`src/zpmf_pkg.sv`:
```
// zpmf_pkg: shared constants, codes and types of the zero-padded median filter
// used by every module under src but zpmf_ram; depends on nothing

package zpmf_pkg;

  // defaults for the top-level parameters
  localparam int MAX_WIDTH_DEF = 1024;
  localparam int MAX_MASK_DEF  = 5;

  // fixed field widths, sized for the whole parameter range
  localparam int COL_W      = 12;
  localparam int ROW_W      = 13;
  localparam int BANK_W     = 3;
  localparam int CW_W       = 11;
  localparam int CH_W       = 13;
  localparam int CM_W       = 3;
  localparam int CFG_IDX_W  = 2;
  localparam int CFG_DATA_W = 13;
  localparam int PIX_W      = 8;
  localparam int QUEUE_DEPTH = 4;

  // register reset values
  localparam logic [CW_W-1:0] WIDTH_RST  = 11'd1024;
  localparam logic [CH_W-1:0] HEIGHT_RST = 13'd1024;
  localparam logic [CM_W-1:0] MASK_RST   = 3'd3;

  typedef enum logic [CFG_IDX_W-1:0] {
    CFG_WIDTH  = 2'd0,
    CFG_HEIGHT = 2'd1,
    CFG_MASK   = 2'd2
  } cfg_idx_t;

  typedef enum logic {
    OP_PIXEL = 1'b0,
    OP_DRAIN = 1'b1
  } op_t;

  // effective (clamped) frame settings
  typedef struct packed {
    logic [CW_W-1:0] w;
    logic [CH_W-1:0] h;
    logic [CM_W-1:0] ms;
  } cfg_t;

  // one classified item from front to back
  typedef struct packed {
    logic              wr;
    logic [BANK_W-1:0] wr_bank;
    logic [COL_W-1:0]  wr_col;
    logic [PIX_W-1:0]  pixel;
    logic              emit;
    logic              last;
    logic [ROW_W-1:0]  out_row;
    logic [COL_W-1:0]  out_col;
    logic [BANK_W-1:0] out_bank;
  } cmd_t;

endpackage

```
`src/zpmf_queue.sv`:
```
// zpmf_queue: short command queue between front and back end
// depends on zpmf_pkg

module zpmf_queue (
  input  logic           clk,
  input  logic           rst,
  input  logic           push,
  input  zpmf_pkg::cmd_t din,
  output logic           full,
  input  logic           pop,
  output logic           nonempty,
  output zpmf_pkg::cmd_t head
);
  import zpmf_pkg::*;

  localparam int PW = $clog2(QUEUE_DEPTH);

  cmd_t          slots [0:QUEUE_DEPTH-1];
  logic [PW-1:0] wptr, rptr;
  logic [PW:0]   count;

  assign full     = count == (PW+1)'(QUEUE_DEPTH);
  assign nonempty = count != '0;
  assign head     = slots[rptr];

  // storage
  always_ff @(posedge clk) begin
    if (push) begin
      slots[wptr] <= din;
    end
  end

  // pointers and fill level
  always_ff @(posedge clk) begin
    if (rst) begin
      wptr  <= '0;
      rptr  <= '0;
      count <= '0;
    end else begin
      if (push) wptr <= wptr + PW'(1);
      if (pop) rptr <= rptr + PW'(1);
      if (push && !pop) count <= count + (PW+1)'(1);
      else if (pop && !push) count <= count - (PW+1)'(1);
    end
  end

endmodule

```
`config.mk`:
```
export PLATFORM = sky130hd
export DESIGN_NAME = zpmf_queue
export DESIGN_NICKNAME = d
export VERILOG_FILES = /design/src/zpmf_pkg.sv /design/src/zpmf_queue.sv
export SDC_FILE = /design/constraint.sdc
export NUM_CORES = 1
export LEC_CHECK = 0
export ABC_CLOCK_PERIOD_IN_PS = 4850
export BUFFER_PORTS_ARGS = -buffer_cell sky130_fd_sc_hd__clkbuf_2
export CORE_ASPECT_RATIO = 0.8
export CORE_MARGIN = 2
export CORE_UTILIZATION = 54
export CTS_BUF_LIST = sky130_fd_sc_hd__clkbuf_4
export CTS_CLUSTER_SIZE = 16
export DETAILED_ROUTE_END_ITERATION = 10
export PLACE_DENSITY = 0.77
export SYNTH_ARGS = -nofsm -noshare
export SYNTH_HDL_FRONTEND = slang
export SYNTH_SLANG_ARGS = --single-unit
```
`constraint.sdc`:
```
create_clock -name clk -period 4.85 [get_ports clk]
set_input_delay 0.2425 -clock clk [delete_from_list [all_inputs] [get_ports clk]]
set_output_delay 0.2425 -clock clk [all_outputs]
set_load 0.02 [all_outputs]
```
# Word-level counts from Yosys, hierarchy flattened
# Memory sizes are Yosys's and may differ from the RTL's. A register that Yosys moved wholly into a read port is not among the register bits.
# Index checks and enable logic that the tools add are counted.
# word_totals
ff_bits	7
latch_bits	0
mem_bits_rw	216
mem_bits_ro	0
inputBits	58
output_inout_bits	56
memories	1
# op_classes
addsub	4
mul	0
n_div	0
n_lt_le_gt_ge	0
n_eq_ne	1
shift	0
n_mux	6
bitwise	0
reduce_logical	6
# mem_list
memory	words	word_bits	rd	rd_ports_with_merged_regs	wr	line_no	source
slots	4	54	1	1	1	zpmf_queue.sv:18	cmd_t slots [0:QUEUE_DEPTH-1];
# op_table
op	n
3-bit 2-to-1 mux	2
2-bit by 1-bit adder with 2-bit output, second input constant	2
2-bit 2-to-1 mux	2
3-bit by 1-bit adder with 3-bit output, second input constant	1
3-bit == test, second input constant	1
3-bit nonzero test	1
3-bit by 1-bit subtractor with 3-bit output, second input constant	1
1-bit logical AND	2
1-bit logical NOT	2
1-bit 2-to-1 mux	2
2-bit nonzero test	1

# Logic depth before layout (Yosys ltp)
# depth
word_depth	4
mapped_depth	7
mapped_depth_nobuf	7

# Worst setup path before layout
# Ideal clock, no wire load.
# synth_timing
kind	reg-to-reg
from	register wptr[0]
to	memory slots[2][0] (netlist bit) (enable)
setup_time_ns	0.417
arrival_time_ns	1.824
required_ns	4.433
slack_ns	2.609
path_stages_with_launch	4
path_buffers	0
cell_sequence	dfxtp_1 inv_1 ha_1 and2_1
# synth_rtl
element	line_no	source
start, declared	zpmf_queue.sv:19	logic [PW-1:0] wptr, rptr;
start signal, assigned	zpmf_queue.sv:40	if (push) wptr <= wptr + PW'(1);
end, declared	zpmf_queue.sv:18	
# Straight into the memory's write port.

==> impl_metrics.ini <==
[power]
p_seq_share_pct = 54.8
p_int_w = 0.003181
comb_power_share_pct = 11.4
power_frac_clock_pct = 33.7
p_sw_w = 0.0009821
ir_drop_mv = 0.1833
power_density_mw_per_mm2 = 407.8
p_leak_nw = 3.622
power_switching_share_pct = 23.59

[placement]
io_buffers = 113
place.gp.congestion = 0.7664
place_ws_ns = 2.481
hpwl_um = 8825

[drt]
drtIter0Drc = 239
ant_nets = 0
drt-wirelength-per-cell_um = 19.71
avgViaCountPerCell = 5.316
drc = 0
vias = 4072
drt_wl_total_um = 15100
dr.pass1.iters = 4

[layout]
drive_gt1_share_pct = 44.37
antennaDiodeCount = 0
multi_input_area_mm2 = 0.001468
num-nets-final = 609
ff_latch_area_mm2 = 0.006671
nFillCells = 971
area_growth_pct = 23.14

[synth]
synth_top_area_share_pct = 78.25
syn_inst = 326
synth_common_cells = edfxtp_1 (216), mux4_2 (50), dfxtp_1 (9), nor2_1 (7)
avgSynthCellArea_um2 = 25.43
synth_area_leaders = edfxtp_1 (78%), mux4_2 (14%), dfxtp_1 (2.2%), mux4_1 (1.3%), buf_12 (1.2%)
yosys_warnings = 0
synth_cell_types = 22
ys_seq_area_share_pct = 80.42
synth_largest_area_cell = edfxtp_1
ys_ff_latch = 225
async_flop_share_pct = 0
synth_top_flop_cell = edfxtp_1
syn_nets = 390
synth.most_common_cell = edfxtp_1
synth-edff-count = 216
synth_area_mm2 = 0.008289

[grt]
use_met3_pct = 5.206
gr-total-overflow = 0
antenna_found_initial = 0
gr-usage-met2_pct = 30.87
met1_usage_pct = 25.73
grt_usage_pct = 19.13
grt_busiest_layer = met2
grt_pass1_vias = 4388
grt_max_degree = 55
grt_pass1_wl_um = 23190

[sta]
slew_viol_final = 0
hold_viol = 0
fmax_ghz = 0.3389
rsz0062_at_grt = no
max_slew_margin_pct = 45.68
clock_skew_ns = 0.02542
final.setup.worst_slack_ns = 1.900
finalSetupTns_ns = 0
setup_viol = 0
timing.final.crit_share_pct = 60.83
worst_slew_pin_slew_ns = 0.8148
final.min_clock_period_ns = 2.950

[worst_hold_path]
hold_depth = 2
min_delay_worst_endpoint = slots[2][3]$_DFFE_PP_
hold_path_class = input pin to flop
hold_start = din[3]

[critical_path]
worst_r2r_path_depth = 4
end_kind = output pin
timing.rr.start = wptr[0]$_SDFFE_PP0P_
rr_endpoint = slots[0][44]$_DFFE_PP_
crit_type = flop to output pin
startpoint_type = flop
worstPathArrival_ns = 2.71
worstPathMaxFanout = 35
required_ns = 4.61
r2r_slack_ns = 2.78

[die]
die_area_mm2 = 0.01636
ioPinCount = 114
initial_core_util_pct = 55.21
rows = 40
die_height_um = 114.8
die_x_um = 142.5
core_area_mm2 = 0.01501

[clock_network]
cts_resized = 0
cts_root_buf = clkbuf_4
cts.sink_count = 225
clk_pin_slew_ns = 0.07
cts_buffers = 53
h-tree-depth = 2
hold_buffers = 58
post-cts-setup-buffers = 0
clock_latency_ns = 0.63
cts.path.max_buffers = 3
cts_tree = done

[job]
timing.max_cap.violations = 0

[status]
status = completed
[cells by family (layout without fill, tap and decap cells)]
family          count (synthesis)  in the layout  share of synthesized area [%]
fa+ha+maj                       6              6                         0.9962
xor+xnor                        5              5                         0.5284
compound gates                  2              2                         0.1206
simple gates                   15             15                         0.9056
mux                            56             56                          15.09
buf+inv                        17            268                          1.932
flops                         225            225                          80.42
[power groups by stage]
stage	logic (W)	registers (W)	clock network, W
floorplan	0.000324	0.00229	0
global route	0.000509	0.00229	0.00155
detailed placement	0.000444	0.00233	0
global placement	0.000430	0.00232	0
finish	0.000476	0.00228	0.00140
CTS	0.000483	0.00229	0.00145
[worst max-delay path: stages, from the launching register on]
cell      delay (ns)
dfxtp_4         0.84
buf_4           0.48
mux4_2          0.57
clkbuf_2        0.17
[per-layer routing]
metal  vias to the layer above  part of all wire (%)
met4                         0                   1.3
met3                        19                   7.3
met2                       159                    49
met1                      2035                    43
li1                       1859                     -
met5                         -                     0
[worst max path at each step]
stage / to / depth (start not counted) / from / slack, ns
CTS: head[37] / 3 / flop / 1.78
finish: head[52] / 3 / flop / 1.90
global route: head[31] / 3 / flop / 1.67
detailed placement: head[37] / 3 / flop / 2.48
global placement: head[42] / 3 / flop / 2.50
floorplan: slots[2][0]$_DFFE_PP_ / 3 / wptr[0]$_SDFFE_PP0P_ / 2.61
[area by class of cell]
class,instances,share of cell area [%]
sequential,225,65.36
multi-input combinational,84,14.38
timing repair buffer,177,11.67
clock buffer,79,5.810
tap,189,2.317
clock inverter,8,0.3187
inverter,4,0.1471
[through the flow]
stage | area [um2] | hold slack, ns | util [%] | std cells | power, W
2_1_floorplan | 8289 | 0.3414 | - | 326 | 0.002616
3_3_place_gp | 9001 | 0.4535 | 59.95 | 621 | 0.002749
3_5_place_dp | 9001 | 0.4624 | 59.95 | 621 | 0.002772
4_1_cts | 10210 | 0.3159 | 67.98 | 766 | 0.004219
5_1_grt | 10210 | 0.3475 | 67.98 | 766 | 0.004354
6_report | 10210 | 0.3698 | 67.98 | 766 | 0.004163
[placed cells by master (no fill, tap or decap), drive strengths merged]
master,count
a21oi,1
and2,4
buf,6
clkbuf,192
clkinv,8
dfxtp,9
dlygate4sd3,58
edfxtp,216
fa,1
ha,5
inv,4
mux2i,2
mux4,54
nand2,1
nor2,7
nor3b,1
o21ai,1
or3,2
xnor2,2
xor2,3
[registers in the layout, indices dropped and copies added, names as in the netlist, named ones only]
| name | flops |
|---|---|
| slots | 216 |
| rptr | 2 |
| count | 3 |
| wptr | 2 |
No activity file was read; power rests on OpenSTA's default activity.
