===== config.mk =====
export PLATFORM = sky130hd
export DESIGN_NAME = zpmf_front
export DESIGN_NICKNAME = d
export VERILOG_FILES = /design/src/zpmf_pkg.sv /design/src/zpmf_front.sv
export SDC_FILE = /design/constraint.sdc
export NUM_CORES = 1
export LEC_CHECK = 0
export BUFFER_PORTS_ARGS = -buffer_cell sky130_fd_sc_hd__buf_2
export CAP_MARGIN = 20
export CORE_ASPECT_RATIO = 0.75
export CORE_MARGIN = 4
export CORE_UTILIZATION = 54
export DETAILED_ROUTE_END_ITERATION = 6
export GPL_TIMING_DRIVEN = 0
export PLACE_DENSITY_LB_ADDON = 0.05
export SYNTH_ARGS = -nofsm -noshare
export SYNTH_HDL_FRONTEND = slang
export SYNTH_SLANG_ARGS = --single-unit

===== constraint.sdc =====
create_clock -name clk -period 6.95 [get_ports clk]
set_input_delay 1.39 -clock clk [delete_from_list [all_inputs] [get_ports clk]]
set_output_delay 1.39 -clock clk [all_outputs]
set_load 0.03 [all_outputs]

===== src/zpmf_pkg.sv =====
// zpmf_pkg: shared constants, codes and types of the zero-padded median filter
// used by every module under src but zpmf_ram; depends on nothing

package zpmf_pkg;

  // defaults for the top-level parameters
  localparam int MAX_WIDTH_DEF = 1024;
  localparam int MAX_MASK_DEF  = 5;

  // fixed field widths, sized for the whole parameter range
  localparam int COL_W      = 12;
  localparam int ROW_W      = 13;
  localparam int BANK_W     = 3;
  localparam int CW_W       = 11;
  localparam int CH_W       = 13;
  localparam int CM_W       = 3;
  localparam int CFG_IDX_W  = 2;
  localparam int CFG_DATA_W = 13;
  localparam int PIX_W      = 8;
  localparam int QUEUE_DEPTH = 4;

  // register reset values
  localparam logic [CW_W-1:0] WIDTH_RST  = 11'd1024;
  localparam logic [CH_W-1:0] HEIGHT_RST = 13'd1024;
  localparam logic [CM_W-1:0] MASK_RST   = 3'd3;

  typedef enum logic [CFG_IDX_W-1:0] {
    CFG_WIDTH  = 2'd0,
    CFG_HEIGHT = 2'd1,
    CFG_MASK   = 2'd2
  } cfg_idx_t;

  typedef enum logic {
    OP_PIXEL = 1'b0,
    OP_DRAIN = 1'b1
  } op_t;

  // effective (clamped) frame settings
  typedef struct packed {
    logic [CW_W-1:0] w;
    logic [CH_W-1:0] h;
    logic [CM_W-1:0] ms;
  } cfg_t;

  // one classified item from front to back
  typedef struct packed {
    logic              wr;
    logic [BANK_W-1:0] wr_bank;
    logic [COL_W-1:0]  wr_col;
    logic [PIX_W-1:0]  pixel;
    logic              emit;
    logic              last;
    logic [ROW_W-1:0]  out_row;
    logic [COL_W-1:0]  out_col;
    logic [BANK_W-1:0] out_bank;
  } cmd_t;

endpackage


===== src/zpmf_front.sv =====
// zpmf_front: configuration registers, input/output position counters and item
// classification; depends on zpmf_pkg

module zpmf_front #(
  parameter int MAX_WIDTH = 1024,
  parameter int MAX_MASK  = 5
) (
  input  logic                            clk,
  input  logic                            rst,
  input  logic                            s_tvalid,
  output logic                            s_tready,
  input  logic [zpmf_pkg::PIX_W-1:0]      s_tdata,
  input  logic                            s_tuser,
  input  logic                            cfg_valid,
  output logic                            cfg_ready,
  input  logic [zpmf_pkg::CFG_IDX_W-1:0]  cfg_index,
  input  logic [zpmf_pkg::CFG_DATA_W-1:0] cfg_data,
  input  logic                            q_full,
  output logic                            q_push,
  output zpmf_pkg::cmd_t                  q_cmd,
  output zpmf_pkg::cfg_t                  cfg
);
  import zpmf_pkg::*;

  localparam int LINES  = MAX_MASK + 1;
  localparam int WCLAMP = (MAX_WIDTH > 2047) ? 2047 : MAX_WIDTH;

  logic [CW_W-1:0]   width_r;
  logic [CH_W-1:0]   height_r;
  logic [CM_W-1:0]   mask_r;
  logic [ROW_W-1:0]  in_row, in_row_next, out_row, out_row_next;
  logic [COL_W-1:0]  in_col, in_col_next, out_col, out_col_next;
  logic [BANK_W-1:0] in_bank, in_bank_next, out_bank, out_bank_next;

  logic [CW_W-1:0]   w;
  logic [CH_W-1:0]   h;
  logic [CM_W-1:0]   ms, up, down;
  logic [COL_W-1:0]  w_col, wm1, in_col_inc, need_c;
  logic [ROW_W-1:0]  hm1, need_r, in_row1;
  logic [ROW_W:0]    need_r_w;
  logic [COL_W-1:0]  in_col1;
  logic [BANK_W-1:0] in_bank1;
  logic              acc, wr, full1, ready, last;

  // clamp register values to the legal range
  always_comb begin
    if (width_r == '0) w = CW_W'(1);
    else if (width_r > CW_W'(WCLAMP)) w = CW_W'(WCLAMP);
    else w = width_r;
    h = (height_r == '0) ? CH_W'(1) : height_r;
    if (mask_r == '0) ms = CM_W'(1);
    else if (mask_r > CM_W'(MAX_MASK)) ms = CM_W'(MAX_MASK);
    else ms = mask_r;
    up   = ms >> 1;
    down = ms - CM_W'(1) - up;
  end

  assign cfg = '{w: w, h: h, ms: ms};

  // a register write takes the cycle, input waits
  assign s_tready  = !q_full && !cfg_valid;
  assign cfg_ready = 1'b1;
  assign acc       = s_tvalid && s_tready;

  // input side: store the pixel and advance the input position
  always_comb begin
    w_col      = {{(COL_W-CW_W){1'b0}}, w};
    wm1        = w_col - COL_W'(1);
    hm1        = h - ROW_W'(1);
    wr         = (op_t'(s_tuser) == OP_PIXEL) && (in_row < h);
    in_col_inc = in_col + COL_W'(1);
    in_col1    = in_col;
    in_row1    = in_row;
    in_bank1   = in_bank;
    if (wr) begin
      if (in_col_inc >= w_col) begin
        in_col1  = '0;
        in_row1  = in_row + ROW_W'(1);
        in_bank1 = (in_bank == BANK_W'(LINES-1)) ? '0 : in_bank + BANK_W'(1);
      end else begin
        in_col1 = in_col_inc;
      end
    end
    full1 = in_row1 >= h;
  end

  // output side: emit once the lower-right pixel of the window is in
  always_comb begin
    need_r_w = {1'b0, out_row} + {{(ROW_W+1-CM_W){1'b0}}, down};
    need_r   = (need_r_w > {1'b0, hm1}) ? hm1 : need_r_w[ROW_W-1:0];
    need_c = out_col + {{(COL_W-CM_W){1'b0}}, down};
    if (need_c > wm1) need_c = wm1;
    ready = full1 || (in_row1 > need_r) || ((in_row1 == need_r) && (in_col1 > need_c));
    last  = (out_row == hm1) && (out_col == wm1);

    in_row_next   = in_row1;
    in_col_next   = in_col1;
    in_bank_next  = in_bank1;
    out_row_next  = out_row;
    out_col_next  = out_col;
    out_bank_next = out_bank;
    if (ready) begin
      if (last) begin
        in_row_next   = '0;
        in_col_next   = '0;
        in_bank_next  = '0;
        out_row_next  = '0;
        out_col_next  = '0;
        out_bank_next = '0;
      end else if (out_col + COL_W'(1) >= w_col) begin
        out_col_next  = '0;
        out_row_next  = out_row + ROW_W'(1);
        out_bank_next = (out_bank == BANK_W'(LINES-1)) ? '0 : out_bank + BANK_W'(1);
      end else begin
        out_col_next = out_col + COL_W'(1);
      end
    end
  end

  // classified beat for the back end
  assign q_push = acc;
  assign q_cmd  = '{wr: wr, wr_bank: in_bank, wr_col: in_col, pixel: s_tdata,
                    emit: ready, last: last, out_row: out_row, out_col: out_col,
                    out_bank: out_bank};

  // register writes restart the frame
  always_ff @(posedge clk) begin
    if (rst) begin
      width_r  <= WIDTH_RST;
      height_r <= HEIGHT_RST;
      mask_r   <= MASK_RST;
      in_row   <= '0;
      in_col   <= '0;
      in_bank  <= '0;
      out_row  <= '0;
      out_col  <= '0;
      out_bank <= '0;
    end else if (cfg_valid) begin
      case (cfg_idx_t'(cfg_index))
        CFG_WIDTH: begin
          width_r <= cfg_data[CW_W-1:0];
        end
        CFG_HEIGHT: begin
          height_r <= cfg_data[CH_W-1:0];
        end
        CFG_MASK: begin
          mask_r <= cfg_data[CM_W-1:0];
        end
        default: begin
        end
      endcase
      if (cfg_idx_t'(cfg_index) == CFG_WIDTH || cfg_idx_t'(cfg_index) == CFG_HEIGHT ||
          cfg_idx_t'(cfg_index) == CFG_MASK) begin
        in_row   <= '0;
        in_col   <= '0;
        in_bank  <= '0;
        out_row  <= '0;
        out_col  <= '0;
        out_bank <= '0;
      end
    end else if (acc) begin
      in_row   <= in_row_next;
      in_col   <= in_col_next;
      in_bank  <= in_bank_next;
      out_row  <= out_row_next;
      out_col  <= out_col_next;
      out_bank <= out_bank_next;
    end
  end

endmodule


# [After elaboration in Yosys (flattened, before gate mapping)]
# Index checks and enable logic that the tools add are counted.
[word_totals] reg_bits=83 output_inout_bits=84 elab_cells=109
[classes] add_sub_neg=12 order_cmp=10 eq_ne=8 mux=45 bitwise_logic=1 reduce_logical=24
[op_table] cell="13-bit two-way mux" count=14
[op_table] cell="12-bit two-way mux" count=13
[op_table] cell="3-bit two-way mux" count=16
[op_table] cell="13-bit by 1-bit adder with 13-bit output, second input constant" count=2
[op_table] cell="13-bit == test" count=2
[op_table] cell="12-bit by 1-bit adder with 12-bit output, second input constant" count=2
[op_table] cell="12-bit by 11-bit >= comparator with 1-bit output" count=2
[op_table] cell="12-bit greater-than comparator" count=2
[op_table] cell="11-bit two-way mux" count=2
[op_table] cell="13-bit by 3-bit adder with 14-bit output" count=1
[op_table] cell="14-bit by 13-bit greater-than comparator with 1-bit output" count=1
[op_table] cell="13-bit >= comparator" count=1
[op_table] cell="13-bit greater-than comparator" count=1
[op_table] cell="13-bit zero test" count=1
[op_table] cell="13-bit < comparator" count=1
[op_table] cell="13-bit by 1-bit subtractor with 13-bit output, second input constant" count=1
[op_table] cell="12-bit by 3-bit adder with 12-bit output" count=1
[op_table] cell="12-bit == test" count=1
[op_table] cell="11-bit by 1-bit subtractor with 12-bit output, second input constant" count=1
[op_table] cell="11-bit greater-than comparator, second input constant" count=1
[op_table] cell="11-bit zero test" count=1
[op_table] cell="2-bit AND reduction" count=4
[op_table] cell="3-bit by 1-bit adder with 3-bit output, second input constant" count=2
[op_table] cell="3-bit == test, second input constant" count=2
[op_table] cell="other kinds (16)" count=25

# [Logic depth before layout (Yosys ltp)]
# Gate-level depths: netlist (run 1).
[logic_depth] word_depth=14 ltp_mapped=31

# [Worst setup path after synthesis (run 1)]
# Ideal clock, no wire load.
[synth_path] path_kind="reg-to-output" start="register mask_r[1]" end="output port q_cmd[29] in the netlist's numbering" t_arrival_ns=6.549 required_time_ns=5.560 slack_ns=-0.989 stages_incl_launch_ff=27 path_buffers=2 cell_sequence="dfxtp_1 -> nor2b_1 -> inv_1 -> a21o_1 -> ha_1 -> xor2_1 -> ha_1 -> a21o_1 -> a21oi_1 -> nor4_1 -> and3_1 -> nand3_1 -> xnor2_1 -> inv_1 -> ha_1 -> nand3_1 -> or4_1 -> a32o_1 -> buf_1 -> mux2i_1 -> ha_1 -> or4_1 -> a221oi_1 -> o21ai_0 -> a311o_1 -> a311o_1 -> buf_4"
[synth_rtl] item="start: declaration" line="zpmf_front.sv:30" rtl="logic [CM_W-1:0] mask_r;"
[synth_rtl] item="start signal: assignment" line="zpmf_front.sv:147" rtl="mask_r <= cfg_data[CM_W-1:0];"
[synth_rtl] item="end: declaration" line="zpmf_front.sv:20" rtl="output zpmf_pkg::cmd_t q_cmd,"

# [Final worst setup path (run 1)]
[layout_path] start="register mask_r[1]" end="output port q_cmd[29] in the netlist's numbering"
[layout_via] elab_chain_len=11
[layout_lines] item="3-bit greater-than comparator" line="zpmf_front.sv:52" rtl="else if (mask_r > CM_W'(MAX_MASK)) ms = CM_W'(MAX_MASK);"
[layout_lines] item="3-bit two-way mux" line="zpmf_front.sv:52"
[layout_lines] item="3-bit two-way mux (*)" line="zpmf_front.sv:51" rtl="if (mask_r == '0) ms = CM_W'(1);"
[layout_lines] item="3-bit by 1-bit subtractor with 3-bit output" line="zpmf_front.sv:55" rtl="down = ms - CM_W'(1) - up;"
[layout_lines] item="3-bit by 2-bit subtractor with 3-bit output (*)" line="zpmf_front.sv:55"
[layout_lines] item="13-bit by 3-bit adder with 14-bit output / 12-bit by 3-bit adder with 12-bit output (equally long branches)" line="zpmf_front.sv:89, zpmf_front.sv:91"
[layout_lines] item="14-bit by 13-bit greater-than comparator with 1-bit output / 12-bit greater-than comparator (equally long branches)" line="zpmf_front.sv:90, zpmf_front.sv:92"
[layout_lines] item="13-bit two-way mux / 12-bit two-way mux (equally long branches)" line="zpmf_front.sv:90, zpmf_front.sv:92"
[layout_lines] item="13-bit greater-than comparator, or another cell as far along" line="zpmf_front.sv:93" rtl="ready = full1 || (in_row1 > need_r) || ((in_row1 == need_r) && (in_col1 > need_c));"
[layout_lines] item="1-bit logical OR / 1-bit logical AND (equally long branches)" line="zpmf_front.sv:93"
[layout_lines] item="1-bit logical OR (*)" line="zpmf_front.sv:93"
# Every way passes the cells marked *; elsewhere a longest branch is shown, timed or not.

==> results of run 1 <==
## cell usage after synthesis (all sizes together) (9+ instances only)
cell | n | share of area (%)
ha | 108 | 15
nand2 | 102 | 4.3
inv | 86 | 3.6
dfxtp | 83 | 19
nor2 | 83 | 3.5
clkbuf | 66 | 2.8
a21oi | 58 | 3.3
xnor2 | 55 | 5.4
nand3 | 51 | 2.9
mux2i | 45 | 5.1
nand4 | 44 | 3.2
o21ai | 32 | 1.8
buf | 25 | 1.9
a21o | 24 | 2.0
nor3 | 24 | 1.4
xor2 | 19 | 1.9
nor4 | 18 | 1.4
a22o | 15 | 1.5
a31oi | 15 | 1.1
and3 | 14 | 0.99
nor2b | 12 | 0.85
nand2b | 11 | 0.78
o221ai | 11 | 1.1
nand3b | 10 | 0.85
o31ai | 10 | 0.85
or3 | 10 | 0.71
a32oi | 9 | 0.89
## power by group through the flow
stage	combinational (mW)	clock, mW	sequential [mW]
2_1_floorplan	0.215	0	0.500
3_3_place_gp	0.298	0	0.502
3_5_place_dp	0.300	0	0.502
4_1_cts	0.311	0.561	0.493
5_1_grt	0.350	0.582	0.495
6_report	0.324	0.555	0.494
## metrics by stage
step	hold slack [ns]	area [µm²]	util, %	total power [mW]
2_1_floorplan	0.459	8970	-	0.715
4_1_cts	0.493	10300	64.3	1.37
6_report	0.501	10500	65.5	1.37
5_1_grt	0.534	10500	65.5	1.43
3_5_place_dp	0.478	9750	60.7	0.802
3_3_place_gp	0.476	9740	60.6	0.800
## cell type report
type	count	area, µm²	area share [%]
Multi-Input combinational cell	903	6830	64.9
Timing Repair Buffer	123	687	6.53
Clock inverter	6	96.3	0.915
Tap cell	210	263	2.50
Inverter	88	330	3.14
Clock buffer	10	229	2.18
Sequential cell	83	1680	16.0
Buffer	86	412	3.91
## cell families (layout without fill, tap and decap cells)
family / Yosys count / after routing / synth area share (%)
multiplexers: 52 / 52 / 5.96
buffers and inverters: 179 / 313 / 8.39
other: 2 / 4 / 0.0846
XOR/XNOR: 74 / 74 / 7.30
adder cells (fa/ha/maj): 111 / 111 / 15.8
flip-flops: 83 / 83 / 18.7
AND/OR/NAND/NOR: 414 / 414 / 24.1
AO/OA/AOI/OAI: 248 / 248 / 19.7
## what timing repair did
item | CTS | global route
buffers inserted | 13 | 7
gates resized for setup | 36 | 35
pin swaps | 16 | 11
endpoints found under the setup margin | 57 | 55
## flip-flops by register name, indices dropped and copies added, names as in the netlist
name / flops
height_r: 13
in_row: 13
out_row: 13
in_col: 12
out_col: 12
width_r: 11
in_bank: 3
mask_r: 3
out_bank: 3
## how the worst max path moves through the flow
stage,to,slack (ns),depth (start not counted)
6_report,q_cmd[29],-0.51,27
5_1_grt,q_cmd[29],-0.71,24
4_1_cts,q_cmd[29],-0.58,26
3_5_place_dp,q_cmd[29],-1.17,23
3_3_place_gp,out_col[7],-1.18,26
2_1_floorplan,q_cmd[29],0.001,26
## critical path, cell delays in order (launching register included)
cell     delay (ns)
dfxtp_2        0.35
nor2b_4        0.15
inv_2          0.05
a21o_4         0.21
ha_4           0.17
xor2_4         0.18
ha_4           0.28
a21o_1         0.18
a21oi_4        0.09
nor4_4         0.16
and3_4         0.28
nand3_2        0.11
xnor2_2        0.25
inv_2          0.06
ha_4           0.27
nand3_2        0.06
or4_1          0.41
a32o_2         0.27
buf_8          0.15
buf_12         0.13
mux2i_1        0.12
ha_1           0.30
nand4_1        0.18
nor4_4         0.35
a21oi_1        0.10
a311o_1        0.32
a311o_1        0.35
buf_6          0.17
## cell usage in the layout, fill, tap and decap left out, types with 12 or more instances in the layout
master / instances
clkbuf_1: 59
nor2_1: 79
buf_4: 31
xor2_1: 18
xnor2_1: 49
a22o_1: 15
o21ai_0: 29
dfxtp_2: 12
nor4_1: 13
nand2_1: 101
and3_1: 13
mux2i_1: 44
ha_1: 103
nand3_1: 46
a21o_1: 23
dfxtp_1: 70
nand4_1: 43
buf_2: 103
inv_1: 83
a21oi_1: 52
a31oi_1: 15
nor3_1: 20
## routing by layer
layer	vias to the layer above	global-route usage (%)
li1	4491	-
met1	4279	48.7
met2	500	43.3
met3	60	7.66
met4	0	6.45
met5	-	0
==> metrics.md, run 1 <==
| Metric | Value |
|---|---|
| Cts bufs inserted | 9 |
| Worst r2r path cells | 31 |
| Starting density of the core | between 50% and 60% |
| Layout Nets | 1,433 |
| Total global routing overflow | 0 |
| # hold bufs at CTS | 0 |
| Worst R2R End | in_row[12] |
| Worst r2r src | mask_r[1] |
| Setup-failing EPs final | 1 |
| Lkg Pwr | approximately 4.8 nW |
| Hold path endpoint | mask_r[1] |
| Drc violations | 0 |
| H-tree depth | 3 |
| CP arrival | 6.07 ns |
| Initial antenna violation count | 0 |
| GRT Overall Usage | between 30% and 40% |
| CP startpoint kind | flop |
| Antenna cells | 0 |
| Register share of total power | 36.0% |
| Mapped Avg Cell Area | roughly 7.6 µm² |
| Async SR Flop Fraction | 0% |
| Vias in the first global route | 8,294 |
| Wire length on met3 | 3240 µm |
| Area grow syn2layout | 18.6% |
| Maximum VDD drop | 0.165 mV |
| Top_reg_cell synth | dfxtp_1 |
| Violated checks | negative setup slack |
| Final WL | 30,000 µm |
| Hold Crit Depth | 2 |
| Switching pwr | 0.451 mW |
| Seq/Total Area, Yosys | 18.7% |
| Root buffer cell | clkbuf_16 |
| Crit Path Class | flop to primary output |
| Drt via density | 6.18 |
| Fin. max-slew vios | 0 |
| Core area | 16,100 µm² |
| First-pass GRT wire length | between 40,000 and 50,000 µm |
| EDFF count, synth | 0 |
| Final hold vios | 0 |
| Clock transition at the registers of the reported paths | 0.07 ns |
| Max Cap Viol | 0 |
| Setup slack at placement | -1.17 ns |
| Fmax | 0.134 GHz |
| Hold Crit Class | flop to flop |
| Sinks on Clock Net | 83 |
| Crit path required time | 5.56 ns |
| DRT Pass-1 Iters | 6 |
| Worst slew pin tran | 1.12 ns |
| Hold path start | mask_r[1] |
| Vias after detailed routing | between 9,000 and 10,000 |
| Relative slew slack | 25.0% |
| Mapped Cells | about 1,200 |
| Top Layer Used | met4 |
| Die H | 119 µm |
| M1 wire length | 14,300 µm |
| Setup ws final | -0.507 ns |
| Synth cell types | 82 |
| Port buffer count | 102 |
| Die area | ~19,000 µm² |
| CP startpoint | mask_r[1] |
| Worst-Skew Late Latency | about 0.36 ns |
| PwrDens | 130 nW/µm² |
| Logic pwr share | 23.6% |
| Switching portion of total power | roughly a third |
| Internal power | 0.921 mW |
| Fillers | approximately 1,500 |
| Layout Cells excl Fill | 1,509 |
| CP Max Fanout | 6 |
| Setup_tns | -0.507 ns |
| Initial drt markers | roughly 940 |
| Flop and latch count out of synthesis | 83 |
| Worst Clk Skew | 0.0148 ns |
| Ports | 113 |
| Site Rows | 40 |
| RSZ-0062 raised after global routing | true |
| Fin crit period | 7.46 ns |
| R2R Setup Slk | 0.25 ns |
| Status | finished, violations left |
| Placer Congestion | 0.990 |
| CTS Buffer Depth | 2 |
| CTS tree | done |
| Routed wl met2 | about 12,000 µm |
| Pin count of the biggest net entering global routing | 16 |
| Die width | 156 µm |
| Share of layout cells above drive strength 1 | between 10% and 20% |
| Crit share post-route | 107% |
| Avg WL per Cell | 19.9 µm |
| Cells after DPL | 1,478 |
| Mapped Area | 8870 µm² |
| Setup crit end kind | primary output |
| YS warnings | 0 |
| Clock power share | 40.4% |
| Post-DP HPWL | 23,700 µm |
| DRT antenna net count | 0 |
Note: power is estimated with default switching activity, not from simulation.
==> inputs of run 2 (changes only) <==
CORE_UTILIZATION = 35   (was 54)
==> run 2 against run 1 <==
The run still ends with negative setup slack left. Combinational power is 7.7% higher. Wire length is 13% higher. Via count is 0.55% lower. First-iteration DRC count is 23% lower. Setup slack worse by 0.14 ns. Worst hold slack worse by 0.0095 ns. Sequential power hardly changed. Non-clock buffer count is 12 higher. Largest cell class unchanged.
==> metrics.md, run 2 (synthesized netlist as in run 1, its figures left out) <==
| Metric | Value |
|---|---|
| Worst-Skew Late Latency | 0.37 ns (about the same) |
| Site Rows | 50 (+25%) |
| Setup ws final | -0.648 ns (-0.142 ns) |
| CP startpoint kind | flop |
| CTS Buffer Depth | 2 (unchanged) |
| Setup-failing EPs final | 1 (unchanged) |
| Area grow syn2layout | 23.6% |
| Final hold vios | 0 (unchanged) |
| Drc violations | 0 (unchanged) |
| DRT antenna net count | 0 (unchanged) |
| Clock transition at the registers of the reported paths | 0.07 ns (about the same) |
| Antenna cells | 0 (unchanged) |
| CP Max Fanout | 3 (-3) |
| Total global routing overflow | 0 (unchanged) |
| Layout Nets | 1,445 (+0.84%) |
| First-pass GRT wire length | 51,300 µm (+11%) |
| Vias after detailed routing | 9,279 (-0.55%) |
| Crit path required time | 5.56 ns (about the same) |
| Violated checks | negative setup slack |
| Critical-path top delay cell | a311o_1 |
| Sinks on Clock Net | 83 (unchanged) |
| Maximum VDD drop | 0.136 mV (-17%) |
| GRT Overall Usage | 23.5% (-7.9 points) |
| Fillers | 2,597 (+79%) |
| Max Cap Viol | 0 (unchanged) |
| Setup_tns | -0.648 ns (-0.142 ns) |
| Lkg Pwr | 4.95 nW (+2.2%) |
| Worst Clk Skew | 0.0117 ns (-0.00313 ns) |
| DRT Pass-1 Iters | 5 (-1) |
| # hold bufs at CTS | 0 (unchanged) |
| Crit share post-route | 109% (+2.0 points) |
| Root buffer cell | clkbuf_16 |
| Die H | 146 µm (+23%) |
| Fmax | 0.132 GHz (-1.9%) |
| Setup crit end kind | primary output |
| Hold Crit Class | flop to flop |
| Die area | 28,000 µm² (+51%) |
| Die width | 192 µm (+23%) |
| Status | finished, violations left |
| RSZ-0062 raised after global routing | true |
| Crit-path max cell delay | 0.40 ns (about the same) |
| Pin count of the biggest net entering global routing | 15 (-1) |
| Avg WL per Cell | 20.6 µm (+3.4%) |
| Placer Congestion | 0.920 (-7.1%) |
| Post-route cell area | 11,000 µm² (+4.2%) |
| Initial antenna violation count | 0 (unchanged) |
| Most frequent cells in the layout | 106 x buf_2, 101 x nand2_1, 99 x ha_1 |
| Relative slew slack | 31.2% (+6.2 points) |
| Commonest non-fill, non-tap cell in the layout | buf_2 |
| Post-DP HPWL | 27,000 µm (+14%) |
| Fin. max-slew vios | 0 (unchanged) |
| Core area | 25,000 µm² (+55%) |
| CP most frequent cell | buf_4 |
| Final WL | 33,900 µm (+13%) |
| Starting density of the core | 35.5% (-20 points) |
| Cells after DPL | 1,605 (+8.6%) |
| H-tree depth | 3 (unchanged) |
| Ports | 113 (unchanged) |
| Vias in the first global route | 8,679 (+4.6%) |
| Final core occ | 44.0% (-22 points) |
| Fin crit period | 7.60 ns (+0.142 ns) |
| Worst slew pin tran | 1.02 ns (-0.0917 ns) |
| Port buffer count | 102 (unchanged) |
| CTS tree | done |
| Initial drt markers | 725 (-23%) |
| Top flop regs | height_r: 13 flops, in_row: 13 flops, out_row: 13 flops |
| Drt via density | 5.63 (-9.0%) |
| Cts bufs inserted | 9 (unchanged) |
| Crit Path Class | flop to primary output |
| PwrDens | 127 nW/µm² (-2.5%) |
| Layout Cells excl Fill | 1,649 (+9.3%) |
| CP arrival | 6.21 ns (+0.14 ns) |
| Share of layout cells above drive strength 1 | 22.0% (+2.8 points) |
| Placed Area | 9900 µm² (+1.6%) |
==> run 2: cell count changes in the layout (fill, tap and decap cells not counted), moves of 3 or more <==
cell and delta:
buf_4 +9, buf_6 +6, clkbuf_1 -4, ha_1 -4, ha_4 +4, xnor2_1 -4, a21oi_4 +3, buf_2 +3
xnor2_2 +3
==> run 2: final cells by class <==
class	count	area (µm²)	share of cell area [%]
buffer	85	423	3.85
clock buffer	11	233	2.12
clock inverter	5	85.1	0.775
inverter	88	330	3.01
multi-input combinational	903	7000	63.8
sequential	83	1680	15.3
tap	338	423	3.85
timing repair buffer	136	791	7.21
==> run 2: worst max-delay path, delay by kind of cell (launching register included) <==
kind                       cells  cell delay [ns]
buffers and inverters          8             0.87
xor gates and xnor gates       2             0.41
adders and majority gates      4             1.05
and+or+nand+nor                6             1.00
AOI/OAI and AO/OA              9             1.80
muxes                          1             0.35
DFF                            1             0.34
==> run 2: metal layers <==
layer  routed length, µm  GRT usage [%]  vias up
li1                    -              -     4517
met1               17200           36.7     4381
met2               13600           32.1      337
met3                2470           5.40       44
met4                 692           5.74        0
met5                   0              0        -
==> run 2: path summary, 6_finish.rpt <==
path,slack (ns),from,cells after the start,endpoint
max,-0.65,mask_r[1],30,q_cmd[29]
min reg2reg,0.49,out_bank[2],2,out_bank[2]
min,0.49,out_bank[2],2,out_bank[2]
max reg2reg,0.24,mask_r[1],34,in_row[0]
==> run 2: power by group <==
part / leakage (nW) / internal (mW) / total [mW] / switching (mW)
Combinational: 4.13 / 0.132 / 0.349 / 0.217
Sequential: 0.676 / 0.482 / 0.495 / 0.0131
Clock: 0.151 / 0.318 / 0.550 / 0.232
==> run 2: repair_timing <==
| action | 4_1_cts | 5_1_grt |
|---|---|---|
| pin swaps | 19 | 34 |
| buffers inserted | 22 | 11 |
| cloned | 0 | 0 |
| endpoints found under the setup margin | 57 | 57 |
| gates resized for setup | 37 | 81 |
==> run 2: per-stage QoR <==
stage	total power, mW	worst slack (ns)	hold slack (ns)
finish	1.39	-0.648	0.492
global route	1.46	-0.868	0.522
CTS	1.39	-0.881	0.499
detailed placement	0.811	-1.36	0.480
global placement	0.812	-1.36	0.477
floorplan	0.715	0.00118	0.459
